--- config.mk ---
export PLATFORM = sky130hd
export DESIGN_NAME = sorted_table_insert_search_delete_core_flat
export DESIGN_NICKNAME = d
export VERILOG_FILES = /design/src/sv/stsi_pkg.sv /design/src/sv/stsi_req_if.sv /design/src/sv/stsi_rsp_if.sv /design/src/sv/sorted_table_insert_search_delete_core.sv /design/src/sv/stsi_ram.sv /design/src/sv/stsi_ctrl.sv /design/src/sv/stsi_dpath.sv /design/src/flat_wrapper.sv
export SDC_FILE = /design/constraint.sdc
export NUM_CORES = 1
export LEC_CHECK = 0
export CAP_MARGIN = 20
export CELL_PAD_IN_SITES_DETAIL_PLACEMENT = 1
export CELL_PAD_IN_SITES_GLOBAL_PLACEMENT = 1
export CORE_ASPECT_RATIO = 0.8
export CORE_MARGIN = 2
export CORE_UTILIZATION = 55
export DETAILED_ROUTE_END_ITERATION = 10
export DONT_BUFFER_PORTS = 1
export PLACE_DENSITY = 0.9
export RECOVER_POWER = 50
export SLEW_MARGIN = 0
export SYNTH_ARGS = -nofsm -noshare
export SYNTH_HDL_FRONTEND = slang
export SYNTH_HIERARCHICAL = 1
export SYNTH_SLANG_ARGS = --single-unit
--- constraint.sdc ---
create_clock -name clk -period 13.47 [get_ports clk]
set_clock_uncertainty 0.2 [all_clocks]
set_input_delay 2.0205 -clock clk [delete_from_list [all_inputs] [get_ports clk]]
set_output_delay 2.0205 -clock clk [all_outputs]
set_load 0.02 [all_outputs]
--- src/sv/stsi_pkg.sv ---
// Shared constants, codes and control types of the sorted table core.
// No dependencies; every other file of the core but stsi_ram uses this package.
package stsi_pkg;

    localparam int CAPACITY    = 32;
    localparam int ADDR_W      = $clog2(CAPACITY);
    localparam int CNT_W       = $clog2(CAPACITY + 1);
    localparam int VALUE_W     = 31;
    localparam int OPCODE_W    = 2;
    localparam int STATUS_W    = 2;
    localparam int COUNT_OUT_W = 6;

    localparam logic [OPCODE_W-1:0] OP_INSERT = 2'd0;
    localparam logic [OPCODE_W-1:0] OP_SEARCH = 2'd1;
    localparam logic [OPCODE_W-1:0] OP_DELETE = 2'd2;

    typedef enum logic [STATUS_W-1:0] {
        ST_OK        = 2'd0,
        ST_NOT_FOUND = 2'd1,
        ST_EMPTY     = 2'd2,
        ST_FULL      = 2'd3
    } status_t;

    typedef enum logic [2:0] {
        S_IDLE,
        S_CHECK,
        S_SCAN,
        S_COMMIT,
        S_EMIT
    } state_t;

    typedef struct packed {
        logic load;
        logic check;
        logic scan;
        logic commit;
        logic emit;
    } cmd_t;

    typedef struct packed {
        logic quick;
        logic scan_end;
    } sts_t;

endpackage

--- src/sv/stsi_req_if.sv ---
// Request channel of the sorted table core: opcode and value.
// Depends on stsi_pkg for field widths.
interface stsi_req_if;
    logic                               valid;
    logic                               ready;
    logic [stsi_pkg::OPCODE_W-1:0]      opcode;
    logic [stsi_pkg::VALUE_W-1:0]       value;

    modport source (output valid, output opcode, output value, input ready);
    modport sink   (input valid, input opcode, input value, output ready);
endinterface

--- src/sv/stsi_rsp_if.sv ---
// Response channel of the sorted table core: status and entry count.
// Depends on stsi_pkg for field widths.
interface stsi_rsp_if;
    logic                               valid;
    logic                               ready;
    logic [stsi_pkg::STATUS_W-1:0]      status;
    logic [stsi_pkg::COUNT_OUT_W-1:0]   entry_count;

    modport source (output valid, output status, output entry_count, input ready);
    modport sink   (input valid, input status, input entry_count, output ready);
endinterface

--- src/sv/sorted_table_insert_search_delete_core.sv ---
// Sorted table core: keeps an ascending table of 31-bit keys, duplicates allowed.
// Requests enter on req (opcode, value): insert, search, or delete first match.
// Each request returns one item on rsp: status and the entry count after it.
// Requests that need no table walk (table full on insert, empty on search or
// delete, unknown opcode) go from S_CHECK straight to S_EMIT. Others walk the
// table one entry per cycle through the RAM read port in S_SCAN, then pass
// S_COMMIT and S_EMIT; a search stops at the first entry that is equal or larger.
// One request is in work at a time; the next is taken once the response has
// appeared and the controller is back in S_IDLE.
// req.ready is high whenever no request is in work; a finished response waits
// in the output register, so the next request is taken while it stalls. A new
// response is held back only while the previous one has not been taken.
// Reset empties the table at once; there is no clearing pass.
// Depends on stsi_pkg, the channel interfaces, stsi_ctrl and stsi_dpath.
module sorted_table_insert_search_delete_core (
    input  logic        clk,
    input  logic        rst_n,
    stsi_req_if.sink    req,
    stsi_rsp_if.source  rsp
);

    stsi_pkg::cmd_t cmd;
    stsi_pkg::sts_t sts;

    stsi_ctrl u_ctrl (
        .clk       (clk),
        .rst_n     (rst_n),
        .in_valid  (req.valid),
        .in_ready  (req.ready),
        .out_valid (rsp.valid),
        .out_ready (rsp.ready),
        .sts       (sts),
        .cmd       (cmd)
    );

    stsi_dpath u_dpath (
        .clk        (clk),
        .rst_n      (rst_n),
        .cmd        (cmd),
        .sts        (sts),
        .in_opcode  (req.opcode),
        .in_value   (req.value),
        .out_status (rsp.status),
        .out_count  (rsp.entry_count)
    );

endmodule

--- src/sv/stsi_ram.sv ---
// Generic single-write, single-read RAM with registered read data.
// No dependencies.
module stsi_ram #(
    parameter int WIDTH = 8,
    parameter int DEPTH = 16
) (
    input  logic                     clk,
    input  logic                     we,
    input  logic [$clog2(DEPTH)-1:0] waddr,
    input  logic [WIDTH-1:0]         wdata,
    input  logic [$clog2(DEPTH)-1:0] raddr,
    output logic [WIDTH-1:0]         rdata
);

    logic [WIDTH-1:0] mem [DEPTH];
    logic [WIDTH-1:0] rdata_reg;

    always_ff @(posedge clk)
    begin
        if (we)
        begin
            mem[waddr] <= wdata;
        end
        rdata_reg <= mem[raddr];
    end

    assign rdata = rdata_reg;

endmodule

--- src/sv/stsi_ctrl.sv ---
// Controller of the sorted table core: request sequencing and response valid.
// Depends on stsi_pkg for state, command and status types.
module stsi_ctrl (
    input  logic            clk,
    input  logic            rst_n,
    input  logic            in_valid,
    output logic            in_ready,
    output logic            out_valid,
    input  logic            out_ready,
    input  stsi_pkg::sts_t  sts,
    output stsi_pkg::cmd_t  cmd
);

    stsi_pkg::state_t state_reg;
    stsi_pkg::state_t state_next;
    logic             out_valid_reg;
    logic             out_valid_next;
    logic             slot_free;

    assign slot_free = !out_valid_reg || out_ready;

    always_ff @(posedge clk or negedge rst_n)
    begin
        if (!rst_n)
        begin
            state_reg     <= stsi_pkg::S_IDLE;
            out_valid_reg <= 1'b0;
        end
        else
        begin
            state_reg     <= state_next;
            out_valid_reg <= out_valid_next;
        end
    end

    always_comb
    begin
        state_next = state_reg;
        unique case (state_reg)
            stsi_pkg::S_IDLE:
            begin
                if (in_valid)
                begin
                    state_next = stsi_pkg::S_CHECK;
                end
            end
            stsi_pkg::S_CHECK:
            begin
                state_next = sts.quick ? stsi_pkg::S_EMIT : stsi_pkg::S_SCAN;
            end
            stsi_pkg::S_SCAN:
            begin
                if (sts.scan_end)
                begin
                    state_next = stsi_pkg::S_COMMIT;
                end
            end
            stsi_pkg::S_COMMIT:
            begin
                state_next = stsi_pkg::S_EMIT;
            end
            stsi_pkg::S_EMIT:
            begin
                if (slot_free)
                begin
                    state_next = stsi_pkg::S_IDLE;
                end
            end
            default:
            begin
                state_next = stsi_pkg::S_IDLE;
            end
        endcase
    end

    always_comb
    begin
        cmd            = '0;
        in_ready       = 1'b0;
        out_valid_next = out_valid_reg && !out_ready;
        unique case (state_reg)
            stsi_pkg::S_IDLE:
            begin
                in_ready = 1'b1;
                cmd.load = in_valid;
            end
            stsi_pkg::S_CHECK:
            begin
                cmd.check = 1'b1;
            end
            stsi_pkg::S_SCAN:
            begin
                cmd.scan = 1'b1;
            end
            stsi_pkg::S_COMMIT:
            begin
                cmd.commit = 1'b1;
            end
            stsi_pkg::S_EMIT:
            begin
                if (slot_free)
                begin
                    cmd.emit       = 1'b1;
                    out_valid_next = 1'b1;
                end
            end
            default:
            begin
                cmd = '0;
            end
        endcase
    end

    assign out_valid = out_valid_reg;

endmodule

--- src/sv/stsi_dpath.sv ---
// Datapath of the sorted table core: table RAM, scan pipeline, count and result.
// Depends on stsi_pkg and stsi_ram.
module stsi_dpath (
    input  logic                             clk,
    input  logic                             rst_n,
    input  stsi_pkg::cmd_t                   cmd,
    output stsi_pkg::sts_t                   sts,
    input  logic [stsi_pkg::OPCODE_W-1:0]    in_opcode,
    input  logic [stsi_pkg::VALUE_W-1:0]     in_value,
    output logic [stsi_pkg::STATUS_W-1:0]    out_status,
    output logic [stsi_pkg::COUNT_OUT_W-1:0] out_count
);

    localparam int AW = stsi_pkg::ADDR_W;
    localparam int CW = stsi_pkg::CNT_W;
    localparam int VW = stsi_pkg::VALUE_W;

    logic [stsi_pkg::OPCODE_W-1:0]    opcode_reg;
    logic [VW-1:0]                    value_reg;
    logic [CW-1:0]                    count_reg;
    logic [CW-1:0]                    count_next;
    logic [CW-1:0]                    k_reg;
    logic [CW-1:0]                    k_next;
    logic                             pipe_vld_reg;
    logic                             pipe_vld_next;
    logic [AW-1:0]                    pipe_k_reg;
    logic [AW-1:0]                    pipe_k_next;
    logic [VW-1:0]                    carry_reg;
    logic [VW-1:0]                    carry_next;
    logic                             hit_reg;
    logic                             hit_next;
    logic                             stop_reg;
    logic                             stop_next;
    stsi_pkg::status_t                status_reg;
    stsi_pkg::status_t                status_next;
    stsi_pkg::status_t                quick_code;
    logic [stsi_pkg::STATUS_W-1:0]    out_status_reg;
    logic [stsi_pkg::COUNT_OUT_W-1:0] out_count_reg;

    logic          ram_we;
    logic [AW-1:0] ram_waddr;
    logic [VW-1:0] ram_wdata;
    logic [VW-1:0] ram_rdata;
    logic          is_empty;
    logic          is_full;

    stsi_ram #(
        .WIDTH (VW),
        .DEPTH (stsi_pkg::CAPACITY)
    ) u_table (
        .clk   (clk),
        .we    (ram_we),
        .waddr (ram_waddr),
        .wdata (ram_wdata),
        .raddr (k_reg[AW-1:0]),
        .rdata (ram_rdata)
    );

    assign is_empty = (count_reg == '0);
    assign is_full  = (count_reg == CW'(stsi_pkg::CAPACITY));

    always_comb
    begin
        sts.quick    = 1'b1;
        sts.scan_end = stop_reg || ((k_reg == count_reg) && !pipe_vld_reg);
        quick_code   = stsi_pkg::ST_NOT_FOUND;
        unique case (opcode_reg)
            stsi_pkg::OP_INSERT:
            begin
                sts.quick  = is_full;
                quick_code = stsi_pkg::ST_FULL;
            end
            stsi_pkg::OP_SEARCH, stsi_pkg::OP_DELETE:
            begin
                sts.quick  = is_empty;
                quick_code = stsi_pkg::ST_EMPTY;
            end
            default:
            begin
                sts.quick  = 1'b1;
                quick_code = stsi_pkg::ST_NOT_FOUND;
            end
        endcase
    end

    always_comb
    begin
        count_next    = count_reg;
        k_next        = k_reg;
        pipe_vld_next = pipe_vld_reg;
        pipe_k_next   = pipe_k_reg;
        carry_next    = carry_reg;
        hit_next      = hit_reg;
        stop_next     = stop_reg;
        status_next   = status_reg;
        ram_we        = 1'b0;
        ram_waddr     = pipe_k_reg;
        ram_wdata     = value_reg;

        if (cmd.check)
        begin
            k_next        = '0;
            pipe_vld_next = 1'b0;
            hit_next      = 1'b0;
            stop_next     = 1'b0;
            status_next   = sts.quick ? quick_code : stsi_pkg::ST_OK;
        end

        if (cmd.scan)
        begin
            pipe_vld_next = (k_reg < count_reg);
            pipe_k_next   = k_reg[AW-1:0];
            if (k_reg < count_reg)
            begin
                k_next = k_reg + CW'(1);
            end
            if (pipe_vld_reg && !stop_reg)
            begin
                unique case (opcode_reg)
                    stsi_pkg::OP_INSERT:
                    begin
                        if (hit_reg)
                        begin
                            ram_we     = 1'b1;
                            ram_wdata  = carry_reg;
                            carry_next = ram_rdata;
                        end
                        else if (ram_rdata >= value_reg)
                        begin
                            ram_we     = 1'b1;
                            ram_wdata  = value_reg;
                            carry_next = ram_rdata;
                            hit_next   = 1'b1;
                        end
                    end
                    stsi_pkg::OP_SEARCH:
                    begin
                        if (ram_rdata == value_reg)
                        begin
                            hit_next  = 1'b1;
                            stop_next = 1'b1;
                        end
                        else if (ram_rdata > value_reg)
                        begin
                            stop_next = 1'b1;
                        end
                    end
                    stsi_pkg::OP_DELETE:
                    begin
                        if (hit_reg)
                        begin
                            ram_we    = 1'b1;
                            ram_waddr = pipe_k_reg - AW'(1);
                            ram_wdata = ram_rdata;
                        end
                        else if (ram_rdata == value_reg)
                        begin
                            hit_next = 1'b1;
                        end
                    end
                    default:
                    begin
                        hit_next = hit_reg;
                    end
                endcase
            end
        end

        if (cmd.commit)
        begin
            unique case (opcode_reg)
                stsi_pkg::OP_INSERT:
                begin
                    ram_we      = 1'b1;
                    ram_waddr   = count_reg[AW-1:0];
                    ram_wdata   = hit_reg ? carry_reg : value_reg;
                    count_next  = count_reg + CW'(1);
                    status_next = stsi_pkg::ST_OK;
                end
                stsi_pkg::OP_DELETE:
                begin
                    if (hit_reg)
                    begin
                        count_next = count_reg - CW'(1);
                    end
                    status_next = hit_reg ? stsi_pkg::ST_OK : stsi_pkg::ST_NOT_FOUND;
                end
                default:
                begin
                    status_next = hit_reg ? stsi_pkg::ST_OK : stsi_pkg::ST_NOT_FOUND;
                end
            endcase
        end
    end

    always_ff @(posedge clk or negedge rst_n)
    begin
        if (!rst_n)
        begin
            count_reg    <= '0;
            k_reg        <= '0;
            pipe_vld_reg <= 1'b0;
            hit_reg      <= 1'b0;
            stop_reg     <= 1'b0;
            status_reg   <= stsi_pkg::ST_OK;
        end
        else
        begin
            count_reg    <= count_next;
            k_reg        <= k_next;
            pipe_vld_reg <= pipe_vld_next;
            hit_reg      <= hit_next;
            stop_reg     <= stop_next;
            status_reg   <= status_next;
        end
    end

    always_ff @(posedge clk)
    begin
        pipe_k_reg <= pipe_k_next;
        carry_reg  <= carry_next;
        if (cmd.load)
        begin
            opcode_reg <= in_opcode;
            value_reg  <= in_value;
        end
        if (cmd.emit)
        begin
            out_status_reg <= status_reg;
            out_count_reg  <= stsi_pkg::COUNT_OUT_W'(count_reg);
        end
    end

    assign out_status = out_status_reg;
    assign out_count  = out_count_reg;

endmodule
--- src/flat_wrapper.sv ---
// flat-port wrapper written by rule: the top's interface ports become plain ports
module sorted_table_insert_search_delete_core_flat 
  (clk, rst_n, req_valid, req_opcode, req_value, req_ready, rsp_valid, rsp_status, rsp_entry_count, rsp_ready);
  stsi_req_if req_i ();
  stsi_rsp_if rsp_i ();
  input  logic clk;
  input  logic rst_n;
  input wire logic [$bits(req_i.valid)-1:0] req_valid;
  input wire logic [$bits(req_i.opcode)-1:0] req_opcode;
  input wire logic [$bits(req_i.value)-1:0] req_value;
  output wire logic [$bits(req_i.ready)-1:0] req_ready;
  output wire logic [$bits(rsp_i.valid)-1:0] rsp_valid;
  output wire logic [$bits(rsp_i.status)-1:0] rsp_status;
  output wire logic [$bits(rsp_i.entry_count)-1:0] rsp_entry_count;
  input wire logic [$bits(rsp_i.ready)-1:0] rsp_ready;
  assign req_i.valid = req_valid;
  assign req_i.opcode = req_opcode;
  assign req_i.value = req_value;
  assign req_ready = req_i.ready;
  assign rsp_valid = rsp_i.valid;
  assign rsp_status = rsp_i.status;
  assign rsp_entry_count = rsp_i.entry_count;
  assign rsp_i.ready = rsp_ready;
  sorted_table_insert_search_delete_core u_core (.clk(clk), .rst_n(rst_n), .req(req_i), .rsp(rsp_i));
endmodule
==> summary.md, run 1 <==
| Metric | Value |
|---|---|
| Pin count of the biggest net entering global routing | `69` |
| Core area | `0.0806 mm2` |
| Most common library cells after synthesis | `1,069 x edfxtp_1, 509 x mux2i_1, 156 x nand2_1` |
| CP bufs+invs | `2` |
| CTS tree | `done` |
| Failing checks | `capacitance limit, slew limit` |
| Crit path kind | `flip-flop to flip-flop` |
| Vias | `28,500` |
| Worst-path clk slew | `0.07 ns` |
| Area Overhead vs Synth | `11.3%` |
| Mean Syn Cell Area | `around 16 um2` |
| GR Util All Layers | `between 30 and 40%` |
| Yosys reg bits | `around 1,100` |
| Setup TNS | `0 ns` |
| Hold Path Class | `flip-flop to flip-flop` |
| Maximum VDD drop | `0.000137 V` |
| Post-DR wirelength/cell | `around 38 um` |
| Fin crit period | `9.35 ns` |
| Row cnt | `slightly above 90` |
| CP max-delay cell | `clkbuf_1` |
| CP delay by family, top | `buffers and inverters` |
| Critical Path Sink Type | `flip-flop` |
| Chip Height | `around 260 um` |
| Layout cell share with drive strength beyond 1 | `8.68%` |
| Multi-input logic area | `0.0109 mm2` |
| Worst Max-Slew Pin Slew | `~4.4 ns` |
| Final Slew Violations | `roughly 1,200` |
| Slowest stage delay, CP | `approximately 3 ns` |
| First DRT Iteration DRCs | `4,739` |
| Setup bufs post-CTS | `0` |
| Ports | `47` |
| Ys flop type | `edfxtp_1` |
| DP Wirelength | `76,700 um` |
| Clock buffer depth | `3` |
| Share of the synthesized area in the top cell type | `a little under three quarters` |
| Cell with the most instances after synthesis | `edfxtp_1` |
| Critical Path RT | `about 14 ns` |
| Largest reg by FF count | `u_core/u_dpath/u_table/mem` |
| Number of cells produced by synthesis | `approximately 2,700` |
| Netlist cell types | `between 60 and 70` |
| Largest area contributor in the netlist | `edfxtp_1` |
| Number of global-route vias before repair | `28,600` |
| Fill count | `6,971` |
| Die area | `0.0840 mm2` |
| Net Count, Synth | `roughly 2,800` |
| Nets | `between 2,000 and 3,000` |
| DIE WIDTH | `323 um` |
| Max reg flops | `between 900 and 1,000` |
| Worst-path maximum fanout | `51` |
| Period utilisation layout | `69.4%` |
| Post-Syn Area | `0.0449 mm2` |
| Status | `finished with violations` |
| Antenna violations before repair | `6` |
| Initial core utilization | `between 50% and 60%` |
| Register area | `~0.033 mm2` |
| Register area share after synthesis | `74.0%` |
| # DRC | `0` |
| RSZ-0062 raised after global routing | `no` |
| Setup violators final | `0` |
| IO Port Bufs | `0` |
| Leak pwr | `0.0162 uW` |
| Final hold vios | `0` |
| Placed Instance Area | `0.0464 mm2` |
| Most used cell, CP | `clkbuf_1` |
| Post-route design area | `0.0500 mm2` |
| Routed Antenna Nets | `0` |
| # Max-Cap Violations | `36` |
| Setup crit start kind | `flip-flop` |
| Total grt overflow | `0` |
| DR pass1 iterations | `6` |
| Final Wtd Congestion | `~0.87` |
| CTS root buf | `clkbuf_16` |
| Highest clock rate | `0.107 GHz` |
| Skew-Pair Late Insertion Delay | `0.68 ns` |
| Clk sink count | `1,121` |
| Pwr per Cell Area | `194 mW/mm2` |
| Arr. time, crit path | `about 9.7 ns` |
| Post-synth EDFFs | `1,069` |
| Largest cells by area after synthesis | `edfxtp_1 71%, mux2i_1 11%, a22oi_1 1.9%` |
| Synth warnings | `6` |
| H-tree levels | `3` |
| Slew headroom | `-194%` |
| Num CTS Buffers | `between 100 and 150` |
| Vias per inst | `7.18` |
| Cell Chain, Critical Path | `clkbuf_1, clkbuf_1, mux2i_1, a22o_1, nor3_1, a31oi_1, nand3_1` |
| Post-Route WL | `152,000 um` |
| First-pass GRT wire length | `about 200,000 um` |
| Post_cts resized | `0` |
| Ys async rst share | `between 1.5 and 2%` |
| Hold buffers post-CTS | `0` |
## where the power goes
group	internal, uW	leakage (uW)	switching [uW]
registers	4210	0.0102	176
clock network	1620	0.00161	1390
logic	673	0.00440	1630
total	6500	0.0162	3190
## metrics by stage
stage	setup slack, ns	util [%]	std cells	power, uW	hold WS, ns
3_3_place_gp	7.53	57.5	3728	6240	0.248
6_report	4.12	62.0	3962	9690	0.295
4_1_cts	6.89	61.6	3925	9410	0.287
5_1_grt	4.14	62.0	3961	9820	0.302
3_5_place_dp	7.09	57.5	3730	6430	0.263
2_1_floorplan	8.53	-	2739	5630	0.226
## cells by family after synthesis
group	count (synthesis)	share of synthesized area, %
simple gates	405	4.19
xor+xnor	10	0.195
buf+inv	207	2.28
compound gates	438	6.59
flops	1121	74.0
fa+ha+maj	48	1.35
mux	510	11.4
## final timing paths
| path | from | end | slack, ns | cells past startpoint |
|---|---|---|---|---|
| max | u_core/u_dpath/k_reg[0]$_DFF_PN0_ | u_core/u_dpath/u_table/rdata[26]$_DFF_P_ | 4.12 | 7 |
| min | u_core/u_dpath/u_table/rdata[13]$_DFF_P_ | u_core/u_dpath/carry_reg[13]$_DFFE_PP_ | 0.29 | 0 |
| max reg2reg | u_core/u_dpath/k_reg[0]$_DFF_PN0_ | u_core/u_dpath/u_table/rdata[26]$_DFF_P_ | 4.12 | 7 |
| min reg2reg | u_core/u_dpath/u_table/rdata[13]$_DFF_P_ | u_core/u_dpath/carry_reg[13]$_DFFE_PP_ | 0.29 | 0 |
| max in group asynchronous | rst_n | u_core/u_dpath/k_reg[4]$_DFF_PN0_ | 12.15 | 0 |
| min in group asynchronous | rst_n | u_core/u_dpath/count_reg[3]$_DFFE_PN0P_ | 0.82 | 0 |
## worst reg2reg max path: stages, from the launching register on
cell	delay, ns
dfrtp_1	2.11
clkbuf_1	2.94
clkbuf_1	2.07
mux2i_1	0.45
a22o_1	0.36
nor3_1	0.55
a31oi_1	0.19
nand3_1	0.35
## cells in the final DEF (no fill, tap or decap), types with 5 or more instances in the layout
cell type      n
inv_1         53
o31ai_1        5
mux2i_1      509
clkinvlp_4     5
nor2b_1        6
o21ai_0       22
a2bb2oi_1      7
clkbuf_1      63
nand2_1      156
nor2_1        26
buf_16        16
buf_12         6
a22o_1        62
clkinv_2      19
nor2_4        33
clkbuf_8       5
edfxtp_1    1069
dfrtp_1       21
o22ai_1       17
a22oi_1      115
clkinv_1      21
bufinv_16      7
a221o_1       12
nor3_1        36
clkbuf_16    107
xnor2_1        7
a21oi_1      135
nand3_1      102
nand4_1        5
buf_4         30
nand3b_1       9
dfxtp_1       31
a31oi_1       38
ha_1          47
## area by class of cell
| type | count | share of cell area (%) |
|---|---|---|
| antenna | 2 | 0.0100 |
| clock buffer | 140 | 5.71 |
| clock inverter | 55 | 0.896 |
| inverter | 53 | 0.398 |
| multi-input combinational | 1411 | 21.9 |
| sequential | 1121 | 66.5 |
| tap | 1092 | 2.73 |
| timing repair buffer | 88 | 1.85 |
## routing by layer
| layer | part of all wire [%] | GRT usage [%] | vias to the layer above |
|---|---|---|---|
| met5 | 0.024 | 0 | - |
| met4 | 7.5 | 19.1 | 6 |
| met3 | 12 | 7.07 | 790 |
| met2 | 46 | 54.2 | 2618 |
| met1 | 35 | 43.0 | 14200 |
| li1 | - | - | 10800 |
(Power assumes the default switching activity.)
==> inputs of run 2 (changes only) <==
--- a/config.mk
+++ b/config.mk
@@ -10,10 +10,10 @@
 export CELL_PAD_IN_SITES_GLOBAL_PLACEMENT = 1
 export CORE_ASPECT_RATIO = 0.8
 export CORE_MARGIN = 2
-export CORE_UTILIZATION = 55
+export CORE_UTILIZATION = 49
 export DETAILED_ROUTE_END_ITERATION = 10
 export DONT_BUFFER_PORTS = 1
-export PLACE_DENSITY = 0.9
+export PLACE_DENSITY = 0.86
 export RECOVER_POWER = 50
 export SLEW_MARGIN = 0
 export SYNTH_ARGS = -nofsm -noshare
==> constraint.sdc (replaced) <==
create_clock -name clk -period 8.44 [get_ports clk]
set_clock_uncertainty 0.2 [all_clocks]
set_input_delay 1.266 -clock clk [delete_from_list [all_inputs] [get_ports clk]]
set_output_delay 1.266 -clock clk [all_outputs]
set_load 0.02 [all_outputs]
==> summary.md, run 2 (same netlist as run 1, synthesis figures left out) <==
| Metric | Value |
|---|---|
| Clock buffer depth | `3 (unchanged)` |
| Post_cts resized | `0 (unchanged)` |
| R2R depth | `9 (+2)` |
| Maximum VDD drop | `0.000206 V (+50%)` |
| Hold Path Class | `primary input to asynchronous set/reset pin` |
| Met2 Use GR | `45.1% (-9.1 points)` |
| Area Overhead vs Synth | `12.4%` |
| First-pass GRT wire length | `185,000 um (-9.2%)` |
| Skew-Pair Late Insertion Delay | `0.72 ns (+0.04 ns)` |
| CP max-delay cell | `clkbuf_1` |
| Arr. time, crit path | `6.67 ns (-3.03 ns)` |
| Failing checks | `capacitance limit, slew limit` |
| Status | `finished with violations` |
| Total grt overflow | `0 (unchanged)` |
| CP delay by family, top | `buffers and inverters` |
| Period utilisation layout | `79.2% (+9.7 points)` |
| Nets | `2,864 (-0.070%)` |
| Final Wtd Congestion | `0.829 (-4.6%)` |
| Chip Height | `275 um (+5.9%)` |
| Worst-path clk slew | `0.07 ns (about the same)` |
| CP bufs+invs | `4 (+2)` |
| Num CTS Buffers | `108 (+1.9%)` |
| Slowest stage delay, CP | `1.46 ns (-1.47 ns)` |
| Post-Place Setup Slack | `2.67 ns (-4.43 ns)` |
| Final Slew Violations | `917 (-21%)` |
| GR Util All Layers | `26.7% (-7.0 points)` |
| Setup violators final | `0 (unchanged)` |
| Commonest non-fill, non-tap cell in the layout | `edfxtp_1` |
| Worst-path maximum fanout | `32 (-37%)` |
| Vias | `26,300 (-7.4%)` |
| Layout cell share with drive strength beyond 1 | `9.22% (+0.54 points)` |
| # Max-Cap Violations | `29 (-19%)` |
| PnR worst setup slack | `1.76 ns (-2.36 ns)` |
| Critical Path Sink Type | `flip-flop` |
| Cell Chain, Critical Path | `nor3b_1, and3b_1, clkbuf_1, o21ai_0, clkbuf_1, nor2_1, clkbuf_1, a221o_1, clkbuf_1` |
| Post-route design area | `0.0505 mm2 (+1.0%)` |
| Final hold vios | `0 (unchanged)` |
| DIE WIDTH | `342 um (+5.9%)` |
| Hold buffers post-CTS | `0 (unchanged)` |
| Row cnt | `99 (+6.5%)` |
| Pin count of the biggest net entering global routing | `139 (+100%)` |
| IO Port Bufs | `0 (unchanged)` |
| Antenna violations before repair | `6 (unchanged)` |
| DR pass1 iterations | `5 (-1)` |
| Non-Filler Instances | `4,089 (+3.2%)` |
| Busiest grt layer | `met2` |
| DP Cell Count | `3,840 (+2.9%)` |
| Initial core utilization | `49.3% (-6.4 points)` |
| Slew headroom | `-162% (+32 points)` |
| Leak pwr | `0.0163 uW (+0.94%)` |
| Core area | `0.0910 mm2 (+13%)` |
| Fin crit period | `6.68 ns (-2.67 ns)` |
| Routed Antenna Nets | `0 (unchanged)` |
| Most used cell, CP | `clkbuf_1` |
| First DRT Iteration DRCs | `3,515 (-26%)` |
| Setup bufs post-CTS | `0 (unchanged)` |
| Ports | `47 (unchanged)` |
| Post-DR wirelength/cell | `32.5 um (-15%)` |
| Commonest non-fill, non-tap cells in the layout | `1,069 x edfxtp_1, 509 x mux2i_1, 155 x nand2_1` |
| Worst path depth | `9 (+2)` |
| Max reg flops | `992 (unchanged)` |
| Met1 Track Usage GR | `34.8% (-8.2 points)` |
| Critical Path RT | `8.43 ns (-5.39 ns)` |
| Placed Instance Area | `0.0465 mm2 (+0.24%)` |
| Clk sink count | `1,121 (unchanged)` |
| Setup crit start kind | `flip-flop` |
| Met3 Use GR | `3.98% (-3.1 points)` |
| DP Wirelength | `72,100 um (-6.0%)` |
| Crit path kind | `flip-flop to flip-flop` |
| Number of global-route vias before repair | `27,100 (-5.1%)` |
| Largest reg by FF count | `u_core/u_dpath/u_table/mem` |
| Pwr per Cell Area | `302 mW/mm2 (+56%)` |
| CTS tree | `done` |
| H-tree levels | `3 (unchanged)` |
| # DRC | `0 (unchanged)` |
| Vias per inst | `6.44 (-10%)` |
| RSZ-0062 raised after global routing | `no` |
| Worst Max-Slew Pin Slew | `3.93 ns (-0.484 ns)` |
| Setup TNS | `0 ns (unchanged)` |
| Highest clock rate | `0.150 GHz (+40%)` |
| Tot Pwr | `15,300 uW (+57%)` |
| CTS root buf | `clkbuf_16` |
| Die area | `0.0941 mm2 (+12%)` |
| Post-Route WL | `133,000 um (-13%)` |
run 2: cell types whose count changed in the layout (fill, tap and decap cells not counted), sizes merged:
| cell | before | now |
|---|---|---|
| diode | 2 | 4 |
| inv | 56 | 59 |
| clkinv | 40 | 49 |
| bufinv | 7 | 10 |
| buf | 53 | 47 |
| clkinvlp | 5 | 1 |
run 2: routing by layer:
metal / wire length [um] / vias up
li1: - / 10800
met5: 13 / -
met4: 7040 / 2
met2: 65800 / 1557
met1: 49300 / 13600
met3: 10700 / 373
run 2: cell type report:
| class | instances | area (um2) |
|---|---|---|
| multi-input combinational | 1411 | 11000 |
| timing repair buffer | 84 | 986 |
| tap | 1212 | 1520 |
| fill | 8262 | 40600 |
| clock inverter | 66 | 667 |
| sequential | 1121 | 33300 |
| antenna | 4 | 10.0 |
| clock buffer | 138 | 2890 |
| inverter | 53 | 199 |
run 2: path summary, 6_finish.rpt:
kind	startpoint	endpoint	slack, ns
min in group clk	u_core/u_dpath/status_reg[1]$_DFFE_PN0P_	u_core/u_dpath/out_status[1]$_DFFE_PP_	0.26
setup / recovery	u_core/u_ctrl/state_reg[1]$_DFFE_PN0P_	u_core/u_dpath/u_table/mem[6][0]$_DFFE_PP_	1.76
max in group asynchronous	rst_n	u_core/u_dpath/k_reg[0]$_DFF_PN0_	7.90
hold reg to reg	u_core/u_dpath/status_reg[1]$_DFFE_PN0P_	u_core/u_dpath/out_status[1]$_DFFE_PP_	0.26
hold / removal	rst_n	u_core/u_dpath/k_reg[2]$_DFF_PN0_	0.05
setup reg to reg	u_core/u_ctrl/state_reg[1]$_DFFE_PN0P_	u_core/u_dpath/u_table/mem[6][0]$_DFFE_PP_	1.76
run 2: through the flow:
step	hold slack [ns]	utilization [%]
2_1_floorplan	0.226	-
3_3_place_gp	0.237	51.0
3_5_place_dp	0.245	51.1
4_1_cts	0.0288	55.0
5_1_grt	0.0329	55.5
6_report	0.0483	55.5
run 2: report_power, final:
group          switching, uW  internal [uW]  total, uW
Clock                   2190           2750       4930
Combinational           2350           1040       3390
Sequential               221           6710       6930
Total                   4750          10500      15300
run 2: worst register-to-register path: stages (launching register included):
cell and delay (ns):
dfrtp_1 0.50, nor3b_1 0.52, and3b_1 0.27, clkbuf_1 0.95, o21ai_0 0.31, clkbuf_1 0.60
nor2_1 0.44, clkbuf_1 0.61, a221o_1 0.27, clkbuf_1 1.46
